File: config.mk
export PLATFORM = sky130hd
export DESIGN_NAME = ips_patch_stream_parser
export DESIGN_NICKNAME = d
export VERILOG_FILES = /design/src/ipsp_pkg.sv /design/src/ips_patch_stream_parser.sv
export VERILOG_INCLUDE_DIRS = /design/src /design/src/src
export SDC_FILE = /design/constraint.sdc
export NUM_CORES = 1
export LEC_CHECK = 0
export ABC_AREA = 1
export BUFFER_PORTS_ARGS = -buffer_cell sky130_fd_sc_hd__buf_2
export CORE_AREA = 8 8 132 134
export DETAILED_ROUTE_END_ITERATION = 7
export DIE_AREA = 0 0 140 142
export PLACE_DENSITY = 0.9
export SLEW_MARGIN = 20
export SYNTH_ARGS = -nofsm -noshare
export SYNTH_HDL_FRONTEND = slang
export SYNTH_SLANG_ARGS = --single-unit
File: constraint.sdc
create_clock -name clock -period 4.3 [get_ports clock]
set_input_delay 0.645 -clock clock [delete_from_list [all_inputs] [get_ports clock]]
set_output_delay 0.645 -clock clock [all_outputs]
set_load 0.01 [all_outputs]
File: src/ips_patch_stream_parser_macros.svh
// Assertion macros shared by the patch stream parser RTL.
`ifndef IPS_PATCH_STREAM_PARSER_MACROS_SVH
`define IPS_PATCH_STREAM_PARSER_MACROS_SVH

// Same-cycle implication, disabled while reset is high.
`define IPSP_ASSERT_IMP(lbl, clk, rst, ante, cons, msg) \
   lbl: assert property (@(posedge clk) disable iff (rst) (ante) |-> (cons)) else $error(msg);

// Next-cycle implication, disabled while reset is high.
`define IPSP_ASSERT_NXT(lbl, clk, rst, ante, cons, msg) \
   lbl: assert property (@(posedge clk) disable iff (rst) (ante) |=> (cons)) else $error(msg);

`endif

File: src/ipsp_pkg.sv
// Types, codes and format constants for the patch stream parser.
`timescale 1ns / 1ps
package ipsp_pkg;

   typedef enum logic [3:0] {
      PH_MAGIC    = 4'd0,
      PH_ADDR     = 4'd1,
      PH_LEN      = 4'd2,
      PH_DATA     = 4'd3,
      PH_RUNCOUNT = 4'd4,
      PH_RUNVALUE = 4'd5,
      PH_IGNORE   = 4'd6
   } phase_type;

   typedef enum logic [1:0] {
      KIND_WRITE  = 2'd0,
      KIND_OK     = 2'd1,
      KIND_BADMAG = 2'd2,
      KIND_TRUNC  = 2'd3
   } kind_type;

   localparam int unsigned MagicLen    = 5;
   localparam logic [2:0]  AddrLenNarrow = 3'd3;
   localparam logic [2:0]  AddrLenWide   = 3'd4;
   localparam logic [2:0]  LenBytes      = 3'd2;
   localparam logic [31:0] EndNarrow     = 32'h0045_4F46; // "EOF"
   localparam logic [31:0] EndWide       = 32'h4545_4F46; // "EEOF"

   localparam logic [1:0] RegWideFormat = 2'd0;

   // Expected magic byte: "PATCH" for IPS, "IPS32" for IPS32.
   function automatic logic [7:0] magic_byte(input logic wide, input logic [2:0] idx);
      logic [7:0] val;
      val = 8'h00;
      if (wide) begin
         unique case (idx)
            3'd0: val = 8'h49;
            3'd1: val = 8'h50;
            3'd2: val = 8'h53;
            3'd3: val = 8'h33;
            3'd4: val = 8'h32;
            default: val = 8'h00;
         endcase
      end else begin
         unique case (idx)
            3'd0: val = 8'h50;
            3'd1: val = 8'h41;
            3'd2: val = 8'h54;
            3'd3: val = 8'h43;
            3'd4: val = 8'h48;
            default: val = 8'h00;
         endcase
      end
      return val;
   endfunction

endpackage

File: src/ips_patch_stream_parser.sv
// Top level of the IPS / IPS32 patch stream parser.
// A result enters the output register at the edge that accepts its request.
// Throughput: one request per cycle; the only stall is a full output register
// whose result the consumer is not taking (rsp_tready low).
// Reset (synchronous, active high) clears the parse state, the format register
// and the output valid flag; the parser then expects the magic of a new file.
`timescale 1ns / 1ps
module ips_patch_stream_parser (
   input  logic        clock,
   input  logic        reset,
   // request channel
   input  logic        req_tvalid,
   output logic        req_tready,
   input  logic [7:0]  req_tdata,   // [7:0] data_byte
   input  logic        req_tlast,   // last_byte
   // result channel
   output logic        rsp_tvalid,
   input  logic        rsp_tready,
   output logic [55:0] rsp_tdata,   // [31:0] write_address, [39:32] write_value,
                                    // [55:40] fill_count
   output logic [1:0]  rsp_tuser,   // [1:0] result_kind
   // configuration port
   input  logic        csr_psel,
   input  logic        csr_penable,
   input  logic        csr_pwrite,
   input  logic [2:0]  csr_paddr,
   input  logic [31:0] csr_pwdata,
   output logic [31:0] csr_prdata,
   output logic        csr_pready
);
   import ipsp_pkg::*;

`include "ips_patch_stream_parser_macros.svh"

   // Parse state
   phase_type   phase_ff, phase_in;
   logic [2:0]  idx_ff, idx_in;
   logic [31:0] addr_ff, addr_in;
   logic [15:0] rem_ff, rem_in;
   logic [15:0] ofs_ff, ofs_in;
   logic        wide_ff, wide_in;

   // Output register
   logic        rsp_valid_ff, rsp_valid_in;
   logic [55:0] rsp_data_ff, rsp_data_in;
   logic [1:0]  rsp_user_ff, rsp_user_in;

   // Per-byte result before the output register
   logic        res_valid;
   kind_type    res_kind;
   logic [31:0] res_addr;
   logic [7:0]  res_val;
   logic [15:0] res_cnt;

   logic        req_acc;
   logic        csr_wr;
   logic [7:0]  b;
   logic [2:0]  idx_inc;
   logic [2:0]  magic_idx;
   logic        magic_ok;
   logic [2:0]  alen;
   logic [31:0] addr_shift;
   logic [31:0] addr_final;
   logic        addr_done;
   logic        end_hit;
   logic [15:0] rem_shift;
   logic [15:0] rem_dec;
   logic        phase_live;

   // ------------------------------------------------------------------
   // Configuration port: one register, wide_format, at byte address 0.
   // ------------------------------------------------------------------
   assign csr_pready = 1'b1;
   assign csr_wr     = csr_psel & csr_penable & csr_pwrite & csr_pready;
   assign wide_in    = (csr_wr && csr_paddr[2:2] == RegWideFormat[0:0]) ? csr_pwdata[0] : wide_ff;
   assign csr_prdata = (csr_paddr[2:2] == RegWideFormat[0:0]) ? {31'd0, wide_ff} : 32'd0;

   // ------------------------------------------------------------------
   // Handshake: take a request whenever the output register is free or
   // drains in this cycle.
   // ------------------------------------------------------------------
   assign req_tready = !rsp_valid_ff || rsp_tready;
   assign req_acc    = req_tvalid && req_tready;

   // ------------------------------------------------------------------
   // Shared byte datapath
   // ------------------------------------------------------------------
   assign b          = req_tdata;
   assign idx_inc    = idx_ff + 3'd1;
   assign magic_idx  = (idx_ff > 3'(MagicLen - 1)) ? 3'd0 : idx_ff;
   assign magic_ok   = (b == magic_byte(wide_ff, magic_idx));
   assign alen       = wide_ff ? AddrLenWide : AddrLenNarrow;
   assign addr_shift = {addr_ff[23:0], b};
   assign addr_done  = (idx_inc >= alen);
   // IPS keeps only 24 address bits
   assign addr_final = wide_ff ? addr_shift : {8'd0, addr_shift[23:0]};
   assign end_hit    = (addr_final == (wide_ff ? EndWide : EndNarrow));
   assign rem_shift  = {rem_ff[7:0], b};
   assign rem_dec    = rem_ff - 16'd1;

   always_comb begin
      unique case (phase_ff)
         PH_MAGIC, PH_ADDR, PH_LEN, PH_DATA, PH_RUNCOUNT, PH_RUNVALUE: phase_live = 1'b1;
         default: phase_live = 1'b0;
      endcase
   end

   // ------------------------------------------------------------------
   // Next state: phase, field index, address, length and data offset.
   // ------------------------------------------------------------------
   always_comb begin
      phase_in = phase_ff;
      idx_in   = idx_ff;
      addr_in  = addr_ff;
      rem_in   = rem_ff;
      ofs_in   = ofs_ff;
      if (req_acc) begin
         unique case (phase_ff)
            PH_MAGIC: begin
               if (!magic_ok) begin
                  phase_in = PH_IGNORE;
               end else if (magic_idx == 3'(MagicLen - 1)) begin
                  phase_in = PH_ADDR;
                  idx_in   = 3'd0;
                  addr_in  = 32'd0;
               end else begin
                  idx_in = magic_idx + 3'd1;
               end
            end
            PH_ADDR: begin
               addr_in = addr_shift;
               idx_in  = idx_inc;
               if (addr_done) begin
                  addr_in = addr_final;
                  if (end_hit) begin
                     phase_in = PH_IGNORE;
                  end else begin
                     phase_in = PH_LEN;
                     idx_in   = 3'd0;
                     rem_in   = 16'd0;
                  end
               end
            end
            PH_LEN: begin
               rem_in = rem_shift;
               idx_in = idx_inc;
               if (idx_inc >= LenBytes) begin
                  idx_in = 3'd0;
                  if (rem_shift == 16'd0) begin
                     phase_in = PH_RUNCOUNT;
                  end else begin
                     phase_in = PH_DATA;
                     ofs_in   = 16'd0;
                  end
               end
            end
            PH_DATA: begin
               ofs_in = ofs_ff + 16'd1;
               rem_in = rem_dec;
               // record done: start the next one
               if (rem_dec == 16'd0) begin
                  phase_in = PH_ADDR;
                  idx_in   = 3'd0;
                  addr_in  = 32'd0;
               end
            end
            PH_RUNCOUNT: begin
               rem_in = rem_shift;
               idx_in = idx_inc;
               if (idx_inc >= LenBytes) begin
                  idx_in   = 3'd0;
                  phase_in = PH_RUNVALUE;
               end
            end
            PH_RUNVALUE: begin
               phase_in = PH_ADDR;
               idx_in   = 3'd0;
               addr_in  = 32'd0;
            end
            default: begin
               // ignore phase and unused codes: drop the byte
            end
         endcase
         // End of file: always go back to expecting a new magic.
         if (req_tlast) begin
            phase_in = PH_MAGIC;
            idx_in   = 3'd0;
            addr_in  = 32'd0;
            rem_in   = 16'd0;
            ofs_in   = 16'd0;
         end
      end
   end

   // ------------------------------------------------------------------
   // Result of the current request.
   // ------------------------------------------------------------------
   always_comb begin
      res_valid = 1'b0;
      res_kind  = KIND_WRITE;
      res_addr  = 32'd0;
      res_val   = 8'd0;
      res_cnt   = 16'd0;
      unique case (phase_ff)
         PH_MAGIC: begin
            if (!magic_ok) begin
               res_valid = 1'b1;
               res_kind  = KIND_BADMAG;
            end
         end
         PH_ADDR: begin
            if (addr_done && end_hit) begin
               res_valid = 1'b1;
               res_kind  = KIND_OK;
            end
         end
         PH_DATA: begin
            res_valid = 1'b1;
            res_addr  = addr_ff + {16'd0, ofs_ff};
            res_val   = b;
            res_cnt   = 16'd1;
         end
         PH_RUNVALUE: begin
            // a zero run count gives no fill
            if (rem_ff != 16'd0) begin
               res_valid = 1'b1;
               res_addr  = addr_ff;
               res_val   = b;
               res_cnt   = rem_ff;
            end
         end
         default: begin
         end
      endcase
      // Early end replaces any write that the final byte would give.
      if (req_tlast && phase_live && !(res_valid && res_kind != KIND_WRITE)) begin
         res_valid = 1'b1;
         res_kind  = KIND_TRUNC;
         res_addr  = 32'd0;
         res_val   = 8'd0;
         res_cnt   = 16'd0;
      end
   end

   // ------------------------------------------------------------------
   // Output register: load on an accepted request, clear once taken.
   // ------------------------------------------------------------------
   always_comb begin
      rsp_valid_in = rsp_valid_ff;
      rsp_data_in  = rsp_data_ff;
      rsp_user_in  = rsp_user_ff;
      if (req_acc) begin
         rsp_valid_in = res_valid;
         if (res_valid) begin
            rsp_data_in = {res_cnt, res_val, res_addr};
            rsp_user_in = res_kind;
         end
      end else if (rsp_tready) begin
         rsp_valid_in = 1'b0;
      end
   end

   always_ff @(posedge clock) begin
      if (reset) begin
         phase_ff     <= PH_MAGIC;
         idx_ff       <= 3'd0;
         addr_ff      <= 32'd0;
         rem_ff       <= 16'd0;
         ofs_ff       <= 16'd0;
         wide_ff      <= 1'b0;
         rsp_valid_ff <= 1'b0;
      end else begin
         phase_ff     <= phase_in;
         idx_ff       <= idx_in;
         addr_ff      <= addr_in;
         rem_ff       <= rem_in;
         ofs_ff       <= ofs_in;
         wide_ff      <= wide_in;
         rsp_valid_ff <= rsp_valid_in;
      end
   end

   // payload holds no reset
   always_ff @(posedge clock) begin
      rsp_data_ff <= rsp_data_in;
      rsp_user_ff <= rsp_user_in;
   end

   assign rsp_tvalid = rsp_valid_ff;
   assign rsp_tdata  = rsp_data_ff;
   assign rsp_tuser  = rsp_user_ff;

   // ------------------------------------------------------------------
   // Assertions
   // ------------------------------------------------------------------
   `IPSP_ASSERT_NXT(a_last_restarts, clock, reset, req_acc && req_tlast, phase_ff == PH_MAGIC && idx_ff == 3'd0 && addr_ff == 32'd0, "last byte did not restart the parser")
   `IPSP_ASSERT_NXT(a_ignore_silent, clock, reset, req_acc && phase_ff == PH_IGNORE && !req_tlast, !rsp_valid_ff, "ignored byte produced a result")
   `IPSP_ASSERT_IMP(a_status_clean, clock, reset, rsp_valid_ff && rsp_user_ff != KIND_WRITE, rsp_data_ff == 56'd0, "status result with nonzero payload")
   `IPSP_ASSERT_IMP(a_write_count, clock, reset, rsp_valid_ff && rsp_user_ff == KIND_WRITE, rsp_data_ff[55:40] != 16'd0, "write result with zero count")
   `IPSP_ASSERT_IMP(a_data_len, clock, reset, phase_ff == PH_DATA, rem_ff != 16'd0, "data phase with no bytes left")

endmodule

# == After elaboration in Yosys (flattened, before gate mapping) ==
# Cells that the tools add are included.
# totals
register_bits,131
in_bits,51
output_inout_bits,93
elab_cells,126
# op_classes
addsub,5
magnitude_cmp,3
n_eq_ne,20
n_mux,57
bitwise_logic,3
n_reduce_logical,29
# ops
operator,n
$mux W32,7
$pmux W32 S4,1
$mux W16,7
$pmux W7 S5,2
$pmux W16 S2,2
$pmux W32 S2,1
$pmux W16 S3,1
$mux W3,11
$add A32 B16 Y32,1
$eq A32 B31 Y1,1
$logic_not A16 Y1,2
$mux W31,1
$mux W4,7
$ne A3 B3 Y1 const B,8
$pmux W4 S6,1
$add A16 B1 Y16 const B,1
$mux W8,2
$pmux W8 S2,1
$reduce_bool A16 Y1,1
$sub A16 B1 Y16 const B,1
$pmux W3 S5,1
$reduce_and A4 Y1,3
$mux W1,9
$eq A4 B2 Y1 const B,2
other kinds (32),43

# == Logic depth before layout (Yosys ltp) ==
# Gate-level depths: netlist (run 1).
# logic_depth
word_depth,14
mapped_depth,21
ltp_nobuf,20

# == Worst setup path after synthesis (run 1) ==
# Ideal clock, no wire load.
# synth_path
kind,register -> register
startpoint,reg idx_ff[0]
endpoint,"reg rsp_data_ff[0], in the netlist rsp_tdata[0] (enable)"
setup_time_ns,0.412
arrival_ns,3.286
t_required_ns,3.888
path_slack_ns,0.601
path_stages_with_launch,17
path_buffers,0
period_less_slack_ns,3.699
path_cell_list,dfxtp_1 > inv_1 > ha_1 > nand2_1 > nand2_1 > ha_1 > ha_1 > or2_2 > nand2_1 > nand2_1 > nand3_1 > nor2_4 > nand2_2 > nand2_1 > nand4_1 > nand2_1 > inv_1
# synth_via
elab_chain_len,14
elab_cells_between_ends,26
cone_classes,1 x add/sub; 2 x order compare; 5 x eq/ne; 11 x mux; 7 x reduce/logical
# synth_rtl
item,line,rtl
"start, declared",ips_patch_stream_parser.sv:37,"logic [2:0] idx_ff, idx_in;"
"start signal, assigned",ips_patch_stream_parser.sv:274,idx_ff <= idx_in;
$gt A3 B3 Y1,ips_patch_stream_parser.sv:90,assign magic_idx = (idx_ff > 3'(MagicLen - 1)) ? 3'd0 : idx_ff;
$mux W3,ips_patch_stream_parser.sv:90,
$eq A3 B3 Y1 (tied with other cells),"ipsp_pkg.sv:36, ipsp_pkg.sv:45",
"$pmux W7 S5, on equally long branches","ipsp_pkg.sv:45, ipsp_pkg.sv:36",
$mux W8,ipsp_pkg.sv:35,if (wide) begin
$eq A8 B8 Y1,ips_patch_stream_parser.sv:91,"assign magic_ok = (b == magic_byte(wide_ff, magic_idx));"
$mux W2,ips_patch_stream_parser.sv:206,if (!magic_ok) begin
$pmux W2 S2,ips_patch_stream_parser.sv:204,unique case (phase_ff)
$reduce_bool A2 Y1,ips_patch_stream_parser.sv:236,if (req_tlast && phase_live && !(res_valid && res_kind != KIND_WRITE)) begin
$logic_and A1 B1 Y1,ips_patch_stream_parser.sv:236,
$logic_not A1 Y1,ips_patch_stream_parser.sv:236,
$logic_and A1 B1 Y1,ips_patch_stream_parser.sv:236,
$mux W1 *,ips_patch_stream_parser.sv:236,
$reduce_and A2 Y1 (no source line) *,--,
"end signal, assigned",ips_patch_stream_parser.sv:285,rsp_data_ff <= rsp_data_in;
"end, declared",ips_patch_stream_parser.sv:45,"logic [55:0] rsp_data_ff, rsp_data_in;"
# Every way passes the cells marked *; elsewhere a longest branch is shown, timed or not.
# A chain may end at the register's enable or synchronous reset.

# == Worst setup path after layout (run 1) ==
# layout_path
startpoint,reg idx_ff[0]
endpoint,"reg rsp_data_ff[38], in the netlist rsp_tdata[38] (enable)"
# Same word-level chain as after synthesis.

==> results of run 1 <==
==> sequential cells by signal, summed over array words and instances (netlist names) <==
| name | cells |
|---|---|
| rsp_tdata | 56 |
| ofs_ff | 16 |
| rsp_tvalid | 1 |
| wide_ff | 1 |
| addr_ff | 32 |
| rsp_tuser | 2 |
| phase_ff | 3 |
| idx_ff | 3 |
| rem_ff | 16 |
==> routing by layer <==
metal | vias to the layer above | track usage [%] | wire [um]
li1 | 4205 | - | -
met1 | 3840 | 29.65 | 9813
met2 | 394 | 41.03 | 11270
met3 | 67 | 5.300 | 2005
met4 | 0 | 10.63 | 648
met5 | - | 0 | 0
==> where the power goes <==
part	switching [mW]	leakage (nW)	internal, mW
logic	0.461	3.09	0.212
registers	0.0876	1.17	1.39
clock network	0.585	0.296	0.920
==> cells by family after synthesis <==
| group | share of synthesized area, % |
|---|---|
| AO/OA/AOI/OAI | 12.22 |
| buffers and inverters | 12.89 |
| other | 0.08661 |
| AND/OR/NAND/NOR | 32.51 |
| adder cells (fa/ha/maj) | 4.271 |
| XOR/XNOR | 1.313 |
| flip-flops | 36.71 |
==> per-stage QoR <==
step | total power, mW | setup WS, ns | util [%]
finish | 3.651 | 0.8948 | 62.51
global route | 3.818 | 0.5895 | 62.51
CTS | 3.651 | 0.8873 | 62.51
detailed placement | 2.154 | 0.9050 | 58.57
global placement | 2.134 | 0.9937 | 58.57
floorplan | 2.006 | 0.6014 | -
==> cells in the final DEF, fill, tap and decap left out, types with 5 or more instances in the layout <==
cell type and count:
buf_2 78, nand2_2 8, nand4_1 26, edfxtp_1 58, buf_4 8, nand2_1 310, nor2_1 158, xor2_1 8
o22ai_1 14, o21bai_2 6, conb_1 32, nor4_1 5, nor3_1 36, o21bai_1 9, inv_2 9, ha_1 28
o21ai_0 77, inv_1 162, nand3_1 96, clkbuf_16 17, a21oi_1 64, nor2_2 5, dfxtp_1 72, inv_6 5
xnor2_1 5
==> cell type report <==
type	count	share of cell area (%)
inverters	174	6.774
repair buffers	87	4.879
flip-flops and latches	130	33.01
well taps	192	2.492
clock buffers	18	4.451
clock inverters	14	1.843
multi-input cells	920	46.55
==> final timing paths <==
path	startpoint	end	slack (ns)
max	idx_ff[0]	rsp_tdata[38]	0.89
min	csr_pwdata[0]	wide_ff	0.47
max reg2reg	idx_ff[0]	rsp_tdata[38]	0.89
min reg2reg	ofs_ff[4]	ofs_ff[4]	0.49
==> worst max-delay path: cells and delay by family, from the launching register on <==
family        cells  cell delay, ns
buf+inv           3            0.80
flops             1            0.46
simple gates     11            1.11
fa+ha+maj         3            0.68
==> flow_summary.toml, run 1 <==
[die]
core_um2 = 15420
rows = 46
initial_core_util_pct = 56.21
die_area_um2 = 19880
die_w_um = 140
ios = 144
die_h_um = 142

[logic_synthesis]
ys.flop_type = "dfxtp_1"
avgSynthCellArea_um2 = 6.833
netlist.area_leader.share_pct = 20.09
async_flop_share_pct = 0
ys_types = 48
synth_largest_area_cell = "edfxtp_1"
synth_common_cells = "310 x nand2_1, 163 x inv_1, 158 x nor2_1, 96 x nand3_1, 77 x o21ai_0"
synth_area_leaders = "edfxtp_1 20%, dfxtp_1 17%, nand2_1 13%"
synth_cells = 1269
yosysSeqAreaShare_pct = 36.71
synth-edff-count = 58
synth_warnings = 0
yosysMostFrequentCell = "nand2_1"
netlist_area_um2 = 8671
yosys_register_bits = 130

[critical_path]
path_max_fanout = 44
crit_slowest_cell = "dfxtp_1"
slowest_delay_ns = 0.46
start_kind = "flip-flop"
worstPathRequired_ns = 4.41
crit_path_end_kind = "flip-flop"
critPathArrivalTime_ns = 3.52
crit_path_frequent_cell = "nand2_1"
cp_cell_sequence = "inv_1 -> ha_1 -> nand2_1 -> nand2_1 -> ha_1 -> ha_1 -> or2_2 -> nand2_1 -> nand2_1 -> nand3_1 -> nor2_4 -> nand2_2 -> nand2_1 -> nand4_1 -> nand2_1 -> inv_2 -> buf_12"
ff2ff_path_depth = 17
path_class = "flip-flop to flip-flop"

[clock_network]
clk_path_buf_depth = 2
clk_latency_ns = 0.43
root_buffer = "clkbuf_16"
cts_made_buffers = 17
htreeDepth = 4
cts.sinks = 130
clk_pin_slew_ns = 0.06
cts_setup_buffers = 0
cts_tree = "built"
holdBufCountCts = 0
cts.repair.resized = 0

[cells_and_area]
antennaDiodeCount = 0
seq_area_um2 = 3183
synthToLayoutAreaGrowth_pct = 11.20
drive_gt1_share_pct = 11.62
nFillCells = 1384
final_nets = 1410
multi_input_area_um2 = 4488
stdcell_count = 1535
finalInstanceArea_um2 = 9642

[global_routing]
grt_max_degree = 59
grt_pass1_vias = 8085
grt_pass1_wl_um = 39380
antenna_found_initial = 0
grt_overflow = 0
groute.usage.overall_pct = 24.39

[worst_hold_path]
hold_depth = 2
hold_path_class = "input pin to flip-flop"

[timing]
fmax_mhz = 293.7
rsz0062_at_grt = "false"
fin_crit_sh_pct = 79.19
max_slew_margin_pct = 35.40
hold_violations = 0
fin_hold_ws_ns = 0.4691
slew_violations = 0
fin_crit_ns = 3.405
finalSetupViolations = 0
setup_tns_ns = 0
finalClockSkew_ns = 0.009545
worst_pin_slew_ns = 0.9654

[drt]
drc = 0
num_vias = 8506
wirelength_um = 23740
drt-vias-per-instance = 5.541
wl_per_cell_um = 15.47
drt-pass1-iter-count = 6
drt_iter0_drc = 888
drtAntennaViolNets = 0

[placed_design]
io_buffers = 78
dp_cells = 1503
place_congestion = 0.9509
hpwl_um = 17270
place_area_um2 = 9035

[power]
power_density_nw_per_um2 = 378.7
ir_drop_uv = 308.9
leakage_nw = 4.552

[flow_run]
maxCapViolCount = 0

[run_status]
status = "finished clean"
Note: power is estimated with default switching activity, not from simulation.
==> run 2: changes to the inputs <==
Clock period 4.3 ns to 3.5 ns, I/O delays scaled along.
==> run 2 against run 1 <==
Effect of this change: the flow now finishes with violations (DRC); setup slack got worse by 0.45 ns; clock skew increased by 0.0036 ns; largest cell class unchanged; sequential power increased by 23%; first-iteration DRC count increased by 6.0%; highest routed layer unchanged.
==> flow_summary.toml, run 2 (synthesis gave the netlist of run 1 again) <==
[die]
die_w_um = 140
rows = 46
ios = 144
core_um2 = 15420
die_area_um2 = 19880
initial_core_util_pct = 56.21
die_h_um = 142

[timing]
finalSetupViolations = 0
fin_crit_sh_pct = 87.32
hold_violations = 0
setup_ws_ns = 0.4439
rsz0062_at_grt = "false"
setup_tns_ns = 0
fin_hold_ws_ns = 0.3396
fmax_mhz = 327.2
fin_crit_ns = 3.056
slew_violations = 0
worst_pin_slew_ns = 0.8769
max_slew_margin_pct = 41.32
finalClockSkew_ns = 0.01310

[critical_path]
crit_path_frequent_cell = "nand2_1"
critPathTopFamily = "simple AND/OR/NAND/NOR gates"
r2r_start = "idx_ff[0]"
rrSetupSlack_ns = 0.44
path_max_fanout = 58
crit_path_end_kind = "flip-flop"
crit_slowest_cell = "dfxtp_1"
worstPathRequired_ns = 3.64
critPathArrivalTime_ns = 3.19
path_class = "flip-flop to flip-flop"
start_kind = "flip-flop"
slowest_delay_ns = 0.33
cp_cell_sequence = "inv_1 -> ha_1 -> nand2_1 -> nand2_1 -> ha_1 -> ha_1 -> or2_2 -> nand3_1 -> nand3_1 -> nor2_4 -> nand2_2 -> nand2_1 -> nand4_1 -> nand2_1 -> clkinvlp_4 -> buf_12"
ff2ff_path_depth = 16
critPathBufInv = 3
reg2reg_to = "rsp_tdata[4]"

[clock_network]
cts_setup_buffers = 0
clk_path_buf_depth = 2
cts_tree = "built"
cts.repair.resized = 0
root_buffer = "clkbuf_16"
clk_latency_ns = 0.43
cts.sinks = 130
holdBufCountCts = 0
clk_pin_slew_ns = 0.06
cts_made_buffers = 17
htreeDepth = 4

[power]
report.power.total_mw = 4.363
power_density_nw_per_um2 = 452.3
leakage_nw = 4.536
ir_drop_uv = 430.9

[cells_and_area]
final_common_cell = "nand2_1"
synthToLayoutAreaGrowth_pct = 11.24
stdcell_count = 1540
finalInstanceArea_um2 = 9646
nFillCells = 1439
largest_reg_flops = 56
final_nets = 1415
drive_gt1_share_pct = 11.94
final_cell_mix = "310 x nand2_1, 162 x inv_1, 158 x nor2_1, 96 x nand3_1, 78 x buf_2"
antennaDiodeCount = 0
finish.utilization_pct = 62.53

[global_routing]
antenna_found_initial = 0
grt_pass1_wl_um = 38830
grt_overflow = 0
use_met2_pct = 40.95
grt_max_degree = 59
use_met1_pct = 28.29
busiest_layer = "met2"
groute.usage.overall_pct = 24.18
grt_use_met3_pct = 6.508
grt_pass1_vias = 7916

[drt]
num_vias = 8633
wl_per_cell_um = 15.59
drtAntennaViolNets = 0
drt_iter0_drc = 941
wirelength_um = 24010
drt-pass1-iter-count = 8
drt-vias-per-instance = 5.606
drc = 1

[worst_hold_path]
hold_end = "wide_ff"
hold_depth = 2
hold_path_class = "input pin to flip-flop"
min_from = "csr_pwdata[0]"

[run_status]
violations = "DRC"
status = "complete, but fails checks"

[placed_design]
dp_slack_ns = 0.08779
place_area_um2 = 9069
place_congestion = 0.9728
hpwl_um = 17430
dp_cells = 1507
io_buffers = 78

[flow_run]
maxCapViolCount = 0
## run 2: cell types whose count changed in the layout (fill, tap and decap cells not counted), sizes merged
cell	delta
clkinv	-2
bufinv	-2
buf	+4
inv	-1
clkinvlp	+6
## run 2: worst reg2reg max path, cell delays in order, from the launching register on
cell and delay, ns:
dfxtp_1 0.33, inv_1 0.12, ha_1 0.28, nand2_1 0.08, nand2_1 0.07, ha_1 0.21, ha_1 0.19, or2_2 0.28
nand3_1 0.08, nand3_1 0.11, nor2_4 0.15, nand2_2 0.08, nand2_1 0.11, nand4_1 0.10, nand2_1 0.17, clkinvlp_4 0.14
buf_12 0.19
## run 2: how the worst max path moves through the flow
| stage | startpoint | to | slack (ns) | cells after the start |
|---|---|---|---|---|
| after floorplan | idx_ff[0] | rsp_tdata[0] | 0.03 | 15 |
| after global placement | rem_ff[0] | rsp_tdata[0] | 0.19 | 11 |
| after detailed placement | rem_ff[0] | rsp_tdata[0] | 0.09 | 11 |
| after CTS | rem_ff[0] | rsp_tdata[0] | 0.09 | 11 |
| after global routing | idx_ff[0] | rsp_tdata[19] | 0.26 | 14 |
| final | idx_ff[0] | rsp_tdata[4] | 0.44 | 16 |
## run 2: power breakdown
group / switching, mW / internal (mW) / total (mW)
Sequential: 0.104 / 1.70 / 1.81
Clock: 0.718 / 0.983 / 1.70
Combinational: 0.581 / 0.273 / 0.855
Total: 1.40 / 2.96 / 4.36
## run 2: layout make-up
type | instances | area, um2 | area share, %
clock inverters | 14 | 130.1 | 1.349
repair buffers | 91 | 500.5 | 5.189
multi-input cells | 920 | 4494 | 46.59
flip-flops and latches | 130 | 3183 | 33.00
well taps | 192 | 240.2 | 2.491
inverters | 174 | 660.6 | 6.849
repair inverters | 1 | 7.507 | 0.07783
clock buffers | 18 | 429.2 | 4.449
## run 2: per-layer routing
| metal | vias to the layer above | wire length (um) |
|---|---|---|
| met5 | - | 0 |
| met4 | 0 | 741 |
| met3 | 77 | 2124 |
| met2 | 424 | 11500 |
| met1 | 3909 | 9646 |
| li1 | 4223 | - |
==> run 3: changes to the inputs <==
Settings changed: PLACE_DENSITY 0.9 to default, PLACE_DENSITY_LB_ADDON from default to 0.15.
==> run 3 against run 2 <==
Effect of this change: the run now ends clean; design area up 0.67%; sequential share of layout area shrank 0.22 points; worst hold slack improved by 0.011 ns; die area stayed put; clock skew shrank 0.0065 ns; via count decreased by 4.3%; core utilization grew 0.42 points; count of clock-buffer cells in the layout unchanged; routed wire length decreased by 3.9%; cell count increased by 0.32%; setup slack improved by 0.0024 ns.
==> flow_summary.toml, run 3 (synthesis gave the netlist of run 1 again) <==
[timing]
setup_tns_ns = 0
fmax_mhz = 327.5
finalSetupViolations = 0
rsz0062_at_grt = "false"
fin_crit_sh_pct = 87.25
fin_crit_ns = 3.054
hold_violations = 0
worst_pin_slew_ns = 0.8986
finalClockSkew_ns = 0.006611
max_slew_margin_pct = 39.87
slew_violations = 0
setup_ws_ns = 0.4463

[worst_hold_path]
hold_path_class = "input pin to flip-flop"
hold_depth = 2

[critical_path]
crit_path_frequent_cell = "nand2_1"
start_kind = "flip-flop"
slowest_delay_ns = 0.32
path_class = "flip-flop to flip-flop"
path_max_fanout = 58
cp_cell_sequence = "inv_1 -> ha_1 -> nand2_1 -> nand2_1 -> ha_1 -> ha_1 -> or2_2 -> nand2_1 -> nand2_1 -> nand3_1 -> nor2_4 -> nand2_2 -> nand2_1 -> nand4_1 -> nand2_1 -> clkinvlp_4 -> buf_12"
ff2ff_path_depth = 17
critPathArrivalTime_ns = 3.15
worstPathRequired_ns = 3.59
crit_slowest_cell = "dfxtp_1"
crit_path_end_kind = "flip-flop"

[cells_and_area]
antennaDiodeCount = 0
multi_input_area_um2 = 4488
final_common_cell = "nand2_1"
drive_gt1_share_pct = 12.27
largest_reg_flops = 56
nFillCells = 1483
synthToLayoutAreaGrowth_pct = 11.99
final_cell_mix = "310 x nand2_1, 162 x inv_1, 158 x nor2_1, 96 x nand3_1, 78 x buf_2"
finalInstanceArea_um2 = 9711
finish.utilization_pct = 62.95
seq_area_um2 = 3183
final_nets = 1420

[clock_network]
cts_setup_buffers = 0
clk_pin_slew_ns = 0.06
root_buffer = "clkbuf_16"
htreeDepth = 4
clk_path_buf_depth = 2
holdBufCountCts = 0
cts.sinks = 130
clk_latency_ns = 0.43
cts.repair.resized = 0
cts_tree = "built"
cts_made_buffers = 17

[power]
ir_drop_uv = 365.4
leakage_nw = 4.578
power_density_nw_per_um2 = 455.4
report.power.total_mw = 4.423

[die]
ios = 144
core_um2 = 15420
die_area_um2 = 19880
initial_core_util_pct = 56.21
die_w_um = 140
rows = 46
die_h_um = 142

[drt]
drc = 0
drt_iter0_drc = 787
drt-vias-per-instance = 5.348
num_vias = 8262
wl_per_cell_um = 14.93
wirelength_um = 23060
drt-pass1-iter-count = 5
drtAntennaViolNets = 0

[placed_design]
dp_slack_ns = 0.4832
hpwl_um = 17290
place_area_um2 = 9126
io_buffers = 78
place_congestion = 0.9768

[global_routing]
groute.usage.overall_pct = 23.52
grt_max_degree = 59
antenna_found_initial = 0
grt_overflow = 0
grt_pass1_wl_um = 37680
grt_pass1_vias = 7430

[flow_run]
maxCapViolCount = 0

[run_status]
status = "finished clean"
run 3: area by class of cell:
cell class	instances	share of cell area, %
tap	192	2.474
inverter	174	6.765
timing repair buffer	97	5.747
sequential	130	32.78
multi-input combinational	920	46.22
clock buffer	18	4.420
clock inverter	14	1.598
run 3: metrics by stage:
step / hold WS, ns / cells
5_1_grt: 0.3489 / 1545
4_1_cts: 0.3384 / 1545
2_1_floorplan: 0.4383 / 1299
3_5_place_dp: 0.4891 / 1513
6_report: 0.3508 / 1545
3_3_place_gp: 0.4772 / 1513
run 3: critical path, delay by kind of cell, from the launching register on:
family | cells | cell delay, ns
fa+ha+maj | 3 | 0.69
buf+inv | 3 | 0.49
flops | 1 | 0.32
simple gates | 11 | 1.15
run 3: worst paths after layout:
kind,end,slack (ns),startpoint
min reg2reg,addr_ff[27],0.50,addr_ff[27]
max,rsp_tdata[9],0.45,idx_ff[0]
min,wide_ff,0.35,csr_pwdata[0]
max reg2reg,rsp_tdata[9],0.45,idx_ff[0]
run 3: power breakdown:
part	leakage, nW	switching [mW]	internal, mW
Sequential	1.17	0.101	1.70
Clock	0.275	0.717	1.06
Combinational	3.13	0.565	0.280
run 3: metal layers:
layer,up-vias,track usage (%),wire length [um]
met1,3729,30.58,10610
met4,0,7.086,315
met5,-,0,0
li1,4228,-,-
met3,31,4.898,1428
met2,274,38.65,10710
